**config.mk**
```make
export PLATFORM = sky130hd
export DESIGN_NAME = binomial_coefficient_unit
export DESIGN_NICKNAME = d
export VERILOG_FILES = /design/src/rtl/bcu_pkg.sv /design/src/rtl/binomial_coefficient_unit.sv
export SDC_FILE = /design/constraint.sdc
export NUM_CORES = 2
export LEC_CHECK = 0
export BUFFER_PORTS_ARGS = -buffer_cell sky130_fd_sc_hd__buf_2
export CORE_MARGIN = 10
export CORE_UTILIZATION = 55
export DETAILED_ROUTE_END_ITERATION = 10
export PLACE_DENSITY = 0.76
export SLEW_MARGIN = 40
export SYNTH_ARGS = -nofsm -noshare
export SYNTH_HDL_FRONTEND = slang
export SYNTH_SLANG_ARGS = --single-unit
```
**constraint.sdc**
```tcl
create_clock -name clk -period 19.3 [get_ports clk]
set_clock_uncertainty 0.1 [all_clocks]
set_input_delay 2.895 -clock clk [delete_from_list [all_inputs] [get_ports clk]]
set_output_delay 2.895 -clock clk [all_outputs]
set_load 0.01 [all_outputs]
```
**src/rtl/bcu_pkg.sv**
```systemverilog
package bcu_pkg;

	// field widths of the request and result payloads
	localparam int N_WIDTH          = 8;
	localparam int RESULT_WIDTH     = 64;
	// quotient bits produced per cycle by the divide step
	localparam int DIV_BITS_DEFAULT = 8;

	typedef struct packed {
		logic [N_WIDTH-1:0] n_items;
		logic [N_WIDTH-1:0] r_chosen;
	} request_t;

	typedef struct packed {
		logic [RESULT_WIDTH-1:0] coefficient;
		logic                    overflow;
	} result_t;

	// sequencer steps, one control word each
	typedef enum logic [2:0] {
		STEP_IDLE   = 3'd0,
		STEP_SETUP  = 3'd1,
		STEP_TEST   = 3'd2,
		STEP_MUL    = 3'd3,
		STEP_DIV    = 3'd4,
		STEP_UPDATE = 3'd5,
		STEP_FINISH = 3'd6
	} step_t;

	typedef enum logic [2:0] {
		OP_LOAD,
		OP_SETUP,
		OP_NONE,
		OP_MUL,
		OP_DIV,
		OP_UPDATE,
		OP_FINISH
	} ctl_op_t;

	typedef enum logic [2:0] {
		COND_NEVER,
		COND_NO_REQ,
		COND_I_EQ_K,
		COND_DIV_MORE,
		COND_QUOT_FITS,
		COND_OUT_FULL
	} ctl_cond_t;

	typedef struct packed {
		ctl_op_t   op;
		ctl_cond_t cond;
		step_t     jump_step;
		step_t     next_step;
	} ctl_word_t;

	// control store
	function automatic ctl_word_t ucode_rom(input step_t step);
		ctl_word_t cw;
		unique case (step)
			STEP_IDLE:   cw = '{OP_LOAD,   COND_NO_REQ,    STEP_IDLE,   STEP_SETUP};
			STEP_SETUP:  cw = '{OP_SETUP,  COND_NEVER,     STEP_IDLE,   STEP_TEST};
			STEP_TEST:   cw = '{OP_NONE,   COND_I_EQ_K,    STEP_FINISH, STEP_MUL};
			STEP_MUL:    cw = '{OP_MUL,    COND_NEVER,     STEP_IDLE,   STEP_DIV};
			STEP_DIV:    cw = '{OP_DIV,    COND_DIV_MORE,  STEP_DIV,    STEP_UPDATE};
			STEP_UPDATE: cw = '{OP_UPDATE, COND_QUOT_FITS, STEP_TEST,   STEP_FINISH};
			STEP_FINISH: cw = '{OP_FINISH, COND_OUT_FULL,  STEP_FINISH, STEP_IDLE};
			default:     cw = '{OP_NONE,   COND_NEVER,     STEP_IDLE,   STEP_IDLE};
		endcase
		return cw;
	endfunction

endpackage

```
**src/rtl/binomial_coefficient_unit.sv**
```systemverilog
// Binomial coefficient unit: for each request (n, r) returns the exact C(n,r)
// as an unsigned RESULT_WIDTH-bit value, 0 when r exceeds n, and all ones with
// overflow set when the true value does not fit. A small microcode sequencer
// runs acc <- acc * (n - i) / (i + 1) for i = 0 .. k-1, k = min(r, n - r), on
// one shared multiplier and one divide unit that retires DIV_BITS quotient bits
// a cycle. A request runs through setup, then per step test, multiply, divide
// and update, then a final test and finish; the divide unit sets the rate. An
// overflowing request stops at the first step that no longer fits. A stalled
// result held in the output register delays only the finish of the next request.
// One request is worked on at a time; a finished result sits in the output
// register while the next request is taken in.
module binomial_coefficient_unit
	import bcu_pkg::*;
#(
	parameter int DIV_BITS = DIV_BITS_DEFAULT
) (
	input  logic     clk,
	input  logic     arst_n,
	input  logic     request_valid,
	output logic     request_stall,
	input  request_t request,
	output logic     result_valid,
	input  logic     result_stall,
	output result_t  result
);

	// product width, padded divide register width and divide cycle count
	localparam int PW      = RESULT_WIDTH + N_WIDTH;
	localparam int DIV_CYC = (PW + DIV_BITS - 1) / DIV_BITS;
	localparam int DW      = DIV_CYC * DIV_BITS;
	localparam int CNT_W   = (DIV_CYC > 1) ? $clog2(DIV_CYC) : 1;

	// sequencer
	step_t     pc_q, pc_d;
	ctl_word_t cw;
	logic      take_jump;

	// datapath registers
	logic [N_WIDTH-1:0]      n_q, r_q, k_q, i_q;
	logic [RESULT_WIDTH-1:0] acc_q;
	logic                    ovf_q;
	logic [DW-1:0]           div_sh_q;
	logic [N_WIDTH-1:0]      rem_q;
	logic [CNT_W-1:0]        cnt_q;

	// output register
	logic    result_valid_q;
	result_t result_q;

	// combinational datapath values
	logic [N_WIDTH-1:0] mult_n;
	logic [N_WIDTH-1:0] divisor;
	logic [PW-1:0]      prod;
	logic [DW-1:0]      div_sh_nxt;
	logic [N_WIDTH-1:0] rem_nxt;
	logic               quot_fits;
	logic               div_last;
	logic               out_full;
	logic               req_accept;

	assign request_stall = (pc_q != STEP_IDLE);
	assign req_accept    = request_valid && !request_stall;
	assign result_valid  = result_valid_q;
	assign result        = result_q;
	assign out_full      = result_valid_q && result_stall;

	// multiplier factor n - i and divisor i + 1
	assign mult_n  = n_q - i_q;
	assign divisor = i_q + N_WIDTH'(1);
	assign prod    = PW'(acc_q) * PW'(mult_n);

	// quotient fits when nothing lands above the result width
	assign quot_fits = (div_sh_q[DW-1:RESULT_WIDTH] == '0);
	assign div_last  = (cnt_q == CNT_W'(DIV_CYC - 1));

	// restoring divide, DIV_BITS quotient bits a cycle; the remainder stays
	// below the divisor so every trial works on N_WIDTH+1 bits
	always_comb begin
		logic [N_WIDTH:0] trial;
		rem_nxt    = rem_q;
		div_sh_nxt = div_sh_q;
		for (int b = 0; b < DIV_BITS; b++) begin
			trial      = {rem_nxt, div_sh_nxt[DW-1]};
			div_sh_nxt = {div_sh_nxt[DW-2:0], 1'b0};
			if (trial >= {1'b0, divisor}) begin
				rem_nxt       = N_WIDTH'(trial - {1'b0, divisor});
				div_sh_nxt[0] = 1'b1;
			end else begin
				rem_nxt = trial[N_WIDTH-1:0];
			end
		end
	end

	// next step: fetch the control word, test its condition
	always_comb begin
		cw = ucode_rom(pc_q);
		unique case (cw.cond)
			COND_NEVER:     take_jump = 1'b0;
			COND_NO_REQ:    take_jump = !request_valid;
			COND_I_EQ_K:    take_jump = (i_q == k_q);
			COND_DIV_MORE:  take_jump = !div_last;
			COND_QUOT_FITS: take_jump = quot_fits;
			COND_OUT_FULL:  take_jump = out_full;
			default:        take_jump = 1'b0;
		endcase
		pc_d = take_jump ? cw.jump_step : cw.next_step;
	end

	always_ff @(posedge clk or negedge arst_n) begin
		if (!arst_n) begin
			pc_q <= STEP_IDLE;
		end else begin
			pc_q <= pc_d;
		end
	end

	// datapath, driven by the op field of the current control word
	always_ff @(posedge clk) begin
		unique case (cw.op)
			OP_LOAD: begin
				if (req_accept) begin
					n_q <= request.n_items;
					r_q <= request.r_chosen;
				end
			end
			OP_SETUP: begin
				i_q   <= '0;
				ovf_q <= 1'b0;
				if (r_q > n_q) begin
					// empty selection: loop runs zero times and leaves 0
					acc_q <= '0;
					k_q   <= '0;
				end else begin
					acc_q <= RESULT_WIDTH'(1);
					k_q   <= ((n_q - r_q) < r_q) ? (n_q - r_q) : r_q;
				end
			end
			OP_MUL: begin
				div_sh_q <= DW'(prod);
				rem_q    <= '0;
				cnt_q    <= '0;
			end
			OP_DIV: begin
				div_sh_q <= div_sh_nxt;
				rem_q    <= rem_nxt;
				cnt_q    <= cnt_q + CNT_W'(1);
			end
			OP_UPDATE: begin
				if (quot_fits) begin
					acc_q <= div_sh_q[RESULT_WIDTH-1:0];
					i_q   <= i_q + N_WIDTH'(1);
				end else begin
					ovf_q <= 1'b1;
				end
			end
			OP_NONE, OP_FINISH: begin
			end
			default: begin
			end
		endcase
	end

	// output register: loaded at the finish step once the slot is free
	always_ff @(posedge clk or negedge arst_n) begin
		if (!arst_n) begin
			result_valid_q <= 1'b0;
		end else if (cw.op == OP_FINISH && !out_full) begin
			result_valid_q <= 1'b1;
		end else if (!result_stall) begin
			result_valid_q <= 1'b0;
		end
	end

	always_ff @(posedge clk) begin
		if (cw.op == OP_FINISH && !out_full) begin
			result_q.coefficient <= ovf_q ? '1 : acc_q;
			result_q.overflow    <= ovf_q;
		end
	end

	// an accepted request always starts the setup step
	assert property (@(posedge clk) disable iff (!arst_n)
		req_accept |=> (pc_q == STEP_SETUP))
		else $error("accepted request did not start setup");

	// the loop only multiplies or divides while terms remain
	assert property (@(posedge clk) disable iff (!arst_n)
		(pc_q == STEP_MUL || pc_q == STEP_DIV) |-> (i_q < k_q))
		else $error("loop index ran past its bound");

	// divide remainder stays below the divisor
	assert property (@(posedge clk) disable iff (!arst_n)
		(pc_q == STEP_DIV) |-> (rem_q < divisor))
		else $error("divide remainder not below divisor");

	// a saturated result carries all ones
	assert property (@(posedge clk) disable iff (!arst_n)
		(result_valid && result.overflow) |-> (&result.coefficient))
		else $error("overflow result not saturated");

endmodule

```
## Yosys cells after proc, flatten, opt, wreduce, memory -nomap -nowiden

Index checks and enable logic that the tools add are counted.

- Add/subtract/negate cells: 12
- Multipliers: 1
- Magnitude comparators: 10
- Equal/unequal tests: 21
- Mux-type cells: 32
- Reductions and logical operators: 16

Operators by type and width:

| kind | count |
|---|---|
| $pmux W72 S2 | 1 |
| $pmux W64 S2 | 1 |
| $pmux W12 S7 | 1 |
| $mux W8 | 10 |
| $sub A8 B8 Y8 | 10 |
| $ge A9 B8 Y1 | 8 |
| $mul A64 B8 Y72 | 1 |
| $mux W64 | 1 |
| $pmux W8 S2 | 2 |
| $eq A3 B3 Y1 const B | 8 |
| $eq A3 B2 Y1 const B | 5 |
| $mux W1 | 12 |
| $eq A3 B1 Y1 const B | 3 |
| $add A8 B1 Y8 const B | 1 |
| $eq A8 B8 Y1 | 1 |
| $gt A8 B8 Y1 | 1 |
| $logic_not A8 Y1 | 1 |
| $lt A8 B8 Y1 | 1 |
| $pmux W4 S2 | 1 |
| $logic_not A3 Y1 | 2 |
| $reduce_and A2 Y1 | 3 |
| $pmux W1 S5 | 1 |
| $add A4 B1 Y4 const B | 1 |
| $eq A4 B4 Y1 const B | 1 |
| other kinds (8) | 15 |

- Register bits after elaboration: 250
- Input port bits: 20

## Longest topological paths before layout

- Word-level depth: 18
- Depth in mapped cells: 104
- Depth with buffers taken out: 99

## Worst setup path after synthesis

OpenSTA, ideal clock, no wires.

- Kind: register to register
- From: register i_q[0]
- To: register rem_q[2], data pin
- Setup time: 0.266 ns
- Arrival time: 18.834 ns
- Required time: 18.934 ns
- Setup slack: 0.100 ns
- Cell stages (with the launch flop): 102
- Buffers on the path: 5
- Cells stage by stage: edfxtp_1 ha_1 xnor2_1 ha_1 nor2_1 a21oi_1 o2111ai_1 a21oi_1 o2111ai_1 nand2_1 a21oi_1 ha_1 nor2b_1 o21ai_0 a21oi_1 o21ai_0 a21boi_0 a311o_1 [... 66 more ...] a21o_1 a211o_1 o21ai_0 inv_1 ha_1 nor2b_1 o21ai_0 nand2b_1 a21o_1 a21o_1 a21oi_1 o21ai_0 nand2_1 a32oi_1 nor3_2 buf_6 mux2i_1 nor2_1

- Longest elaborated chain between the ends: 18
- Elaborated cells between the ends (all ways): 26
- Those cells by class: 9 x add/sub; 8 x order compare; 9 x mux

RTL lines:

| what | line | source |
|---|---|---|
| start: declaration | binomial_coefficient_unit.sv:39 | `logic [N_WIDTH-1:0] n_q, r_q, k_q, i_q;` |
| start signal: assignment | binomial_coefficient_unit.sv:151 | `i_q <= i_q + N_WIDTH'(1);` |
| $add A8 B1 Y8 (*) | binomial_coefficient_unit.sv:69 | `assign divisor = i_q + N_WIDTH'(1);` |
| $sub A8 B8 Y8 / $ge A9 B8 Y1 (equally long branches) | binomial_coefficient_unit.sv:86, binomial_coefficient_unit.sv:85 |  |
| $mux W8 | binomial_coefficient_unit.sv:85 | `if (trial >= {1'b0, divisor}) begin` |
| $sub A8 B8 Y8 / $ge A9 B8 Y1 (equally long branches) | binomial_coefficient_unit.sv:86, binomial_coefficient_unit.sv:85 |  |
| $mux W8 | binomial_coefficient_unit.sv:85 |  |
| $sub A8 B8 Y8 / $ge A9 B8 Y1 (equally long branches) | binomial_coefficient_unit.sv:86, binomial_coefficient_unit.sv:85 |  |
| $mux W8 | binomial_coefficient_unit.sv:85 |  |
| $sub A8 B8 Y8 / $ge A9 B8 Y1 (equally long branches) | binomial_coefficient_unit.sv:86, binomial_coefficient_unit.sv:85 |  |
| [... 2 more ...] | - |  |
| $mux W8 | binomial_coefficient_unit.sv:85 |  |
| $sub A8 B8 Y8 / $ge A9 B8 Y1 (equally long branches) | binomial_coefficient_unit.sv:86, binomial_coefficient_unit.sv:85 |  |
| $mux W8 | binomial_coefficient_unit.sv:85 |  |
| $sub A8 B8 Y8 / $ge A9 B8 Y1 (equally long branches) | binomial_coefficient_unit.sv:86, binomial_coefficient_unit.sv:85 |  |
| $mux W8 | binomial_coefficient_unit.sv:85 |  |
| $ge A9 B8 Y1 / $sub A8 B8 Y8 (equally long branches) | binomial_coefficient_unit.sv:85, binomial_coefficient_unit.sv:86 |  |
| $mux W8 (*) | binomial_coefficient_unit.sv:85 |  |
| $pmux W8 S2 (*) | binomial_coefficient_unit.sv:119 | `unique case (cw.op)` |
| end signal: assignment | binomial_coefficient_unit.sv:145 | `rem_q <= rem_nxt;` |
| end: declaration | binomial_coefficient_unit.sv:43 | `logic [N_WIDTH-1:0] rem_q;` |

Every way passes the cells marked *; elsewhere a longest branch is shown, timed or not.
A chain may end at the register's enable or synchronous reset.

## Final worst setup path

- From: register i_q[1]
- To: register rem_q[7], data pin

- Longest elaborated chain between the ends: 18
- Elaborated cells between the ends (all ways): 26
- Those cells by class: 9 x add/sub; 8 x order compare; 9 x mux

RTL lines:

| what | line |
|---|---|
| $add A8 B1 Y8 (*) | binomial_coefficient_unit.sv:69 |
| $sub A8 B8 Y8 / $ge A9 B8 Y1 (equally long branches) | binomial_coefficient_unit.sv:86, binomial_coefficient_unit.sv:85 |
| $mux W8 | binomial_coefficient_unit.sv:85 |
| $sub A8 B8 Y8 / $ge A9 B8 Y1 (equally long branches) | binomial_coefficient_unit.sv:86, binomial_coefficient_unit.sv:85 |
| $mux W8 | binomial_coefficient_unit.sv:85 |
| $sub A8 B8 Y8 / $ge A9 B8 Y1 (equally long branches) | binomial_coefficient_unit.sv:86, binomial_coefficient_unit.sv:85 |
| $mux W8 | binomial_coefficient_unit.sv:85 |
| $ge A9 B8 Y1 / $sub A8 B8 Y8 (equally long branches) | binomial_coefficient_unit.sv:85, binomial_coefficient_unit.sv:86 |
| [... 2 more ...] | - |
| $mux W8 | binomial_coefficient_unit.sv:85 |
| $sub A8 B8 Y8 / $ge A9 B8 Y1 (equally long branches) | binomial_coefficient_unit.sv:86, binomial_coefficient_unit.sv:85 |
| $mux W8 | binomial_coefficient_unit.sv:85 |
| $sub A8 B8 Y8 / $ge A9 B8 Y1 (equally long branches) | binomial_coefficient_unit.sv:86, binomial_coefficient_unit.sv:85 |
| $mux W8 | binomial_coefficient_unit.sv:85 |
| $sub A8 B8 Y8 / $ge A9 B8 Y1 (equally long branches) | binomial_coefficient_unit.sv:86, binomial_coefficient_unit.sv:85 |
| $mux W8 (*) | binomial_coefficient_unit.sv:85 |
| $pmux W8 S2 (*) | binomial_coefficient_unit.sv:119 |

Marks and branches as above.

==> results.yml <==
status:
  status: "complete, no violations"
setup_path:
  crit_arrival_ns: 18.54
  path_common_cell: "o21ai_1"
  cp.required_ns: 19.62
  worstSetupPathType: "reg2reg"
  cp-start-kind: "flop"
  slowest_delay_ns: 0.52
  worstPathMaxFanout: 16
  slowest_stage: "or4_1"
  worstSetupEndpointType: "flop"
drt:
  totalWireLength_mm: 72.9
  viasPerCell: 5.77
  postRouteAntennaNets: 0
  wl_per_cell_um: 19.6
  drt_first_pass_iters: 5
  drt_first_iter_violations: 1495
  drc: 0
  vias: 21500
layout:
  n_fill_cell: 4195
  multi_input_area_um2: 19900
  ff_latch_area_um2: 7490
  diodes: 0
  nets: 3598
  drive_above_1_share_pct: 11.4
  area_delta_synth_final_pct: 9.22
floorplanning:
  core_um2: 51700
  start_util_pct: 55.9
  die_area_um2: 62100
  die_h_um: 249
  row_count: 83
  io_pins: 87
  die_w_um: 249
placement:
  port_buffers: 86
  post-place-ws_ns: -0.517
  dp_hpwl_mm: 53.2
  gp_congestion: 0.960
clocking:
  cts_tree: "yes"
  cts_sinks: 250
  cts.reportedPaths.clkPinSlew_ns: 0.06
  clk_latency_ns: 0.58
  cts-root-buf: "clkbuf_16"
  numCtsBuffers: 30
  clock_path_buffers: 3
  htree_levels: 1
logic_synthesis:
  syn_avg_cell_area_um2: 9.84
  yosys-top-cells-count: "382 x fa_1, 370 x inv_1, 354 x nand2_1"
  ys_seq_area_share_pct: 25.9
  yosys-top-cells-area: "fa_1 26%, edfxtp_1 26%, ha_1 7.7%"
  syn_nets: 3516
  netlist.area_leader.share_pct: 26.5
  yosys.area.top_type: "fa_1"
  ys_warn_count: 0
  ys_dominant_reg_cell: "edfxtp_1"
  syn_area_um2: 28900
  synth_seq_cells: 250
  synth_enable_flop_cells: 246
  synth.most_common_cell: "fa_1"
  synth.distinct_cells: 81
  synth_async_sr_flop_share_pct: 1.60
  syn-instance-count: 2936
timing:
  hold_violations: 0
  finalCritPeriodShare_pct: 94.4
  slew_viol_final: 0
  slew_headroom_pct: 39.0
  period_needed_ns: 18.22
  fmax_mhz: 54.9
  tightest_slew_ns: 0.905
  setup_viol: 0
  finalWorstSetupSlack_ns: 1.08
grt:
  grt_pass1_vias: 23000
  grt_max_degree: 99
  busiest_layer: "met2"
  use_met1_pct: 29.6
  grt_use_total_pct: 23.4
  grt_pass1_wl_mm: 120
  grtUsageMet3_pct: 2.19
  use_met2_pct: 41.5
  antenna_found_initial: 0
  grt-ovfl-total: 0
flow_run:
  drv_cap: 0
worst_hold_path:
  min_path_type: "reg2reg"
-- cells in the final DEF (no fill, tap or decap), types with 10 or more instances in the layout --
cell type / count
nand2b_1: 83
clkbuf_16: 31
mux2i_1: 19
a211oi_1: 12
nor2_1: 119
o211ai_1: 10
xnor2_1: 59
nand3_1: 24
xor2_1: 61
edfxtp_1: 246
nand4_1: 17
o21ai_0: 95
fa_1: 381
o21ai_1: 13
buf_4: 56
mux2_2: 15
and3_1: 19
o21bai_1: 12
nand2_1: 352
inv_1: 370
nor3_1: 13
ha_1: 175
buf_2: 86
a21oi_1: 134
nor2b_1: 31
a21o_1: 84
and2_1: 261
or2_2: 70
-- layout make-up --
type / count / area share, %
timing repair buffer: 151 / 3.02
inverter: 371 / 4.42
tap: 680 / 2.70
multi-input combinational: 2214 / 63.0
clock buffer: 31 / 2.46
sequential: 250 / 23.7
clock inverter: 23 / 0.702
-- path summary, 6_finish.rpt --
kind                              startpoint            to  slack (ns)  depth (start not counted)
worst max-delay path                  i_q[1]      rem_q[7]        1.08                         92
worst min-delay path            div_sh_q[21]     acc_q[21]        0.45                          1
worst max register to register        i_q[1]      rem_q[7]        1.08                         92
worst min register to register  div_sh_q[21]     acc_q[21]        0.45                          1
max in group asynchronous             arst_n       pc_q[1]       16.95                          1
min in group asynchronous             arst_n  result_valid        2.02                          1
-- worst max-delay path, delay by kind of cell (launching register included) --
kind	cells	cell delay, ns
buffers and inverters	9	1.13
multiplexers	5	1.61
flip-flops	1	0.45
XOR/XNOR	1	0.23
adder cells (fa/ha/maj)	9	2.67
AO/OA/AOI/OAI	55	9.83
AND/OR/NAND/NOR	13	2.01
-- cells by family after synthesis --
| group | share of synthesized area (%) |
|---|---|
| simple gates | 18.1 |
| flops | 25.9 |
| fa+ha+maj | 34.2 |
| xor+xnor | 3.97 |
| mux | 1.42 |
| compound gates | 10.2 |
| buf+inv | 6.28 |
-- flip-flops by register name, indices dropped and copies added, names as in the netlist --
name / cells
pc_q: 3
div_sh_q: 72
result: 65
cnt_q: 4
ovf_q: 1
rem_q: 8
result_valid: 1
k_q: 8
i_q: 8
n_q: 8
r_q: 8
acc_q: 64
-- per-layer routing --
layer  up-vias  wire length [um]
li1       9762                 -
met1     10800             29900
met2       701             36900
met3       151              3820
met4         0              2240
met5         -                 0
-- timing repair --
| action | 4_1_cts | 5_1_grt |
|---|---|---|
| buffers inserted | 1 | 14 |
| endpoints found under the setup margin | 9 | 9 |
| pin swaps | 0 | 15 |
| endpoints found under the hold margin | 0 | 0 |
| resized for setup | 7 | 40 |
| hold buffers | 0 | 0 |
-- metrics by stage --
step	area [um^2]	instances	TNS (ns)	utilization [%]	hold WS, ns
CTS	31300	3705	0	60.6	0.444
detailed placement	30300	3650	-3.90	58.6	0.440
global placement	30300	3650	0	58.5	0.433
global route	31600	3720	-0.313	61.0	0.461
floorplan	28900	2936	0	-	0.324
finish	31600	3720	0	61.0	0.446
Power is left out: the tool's default activity adds up to more than one toggle a clock period on the data nets, which glitch-free logic cannot reach.
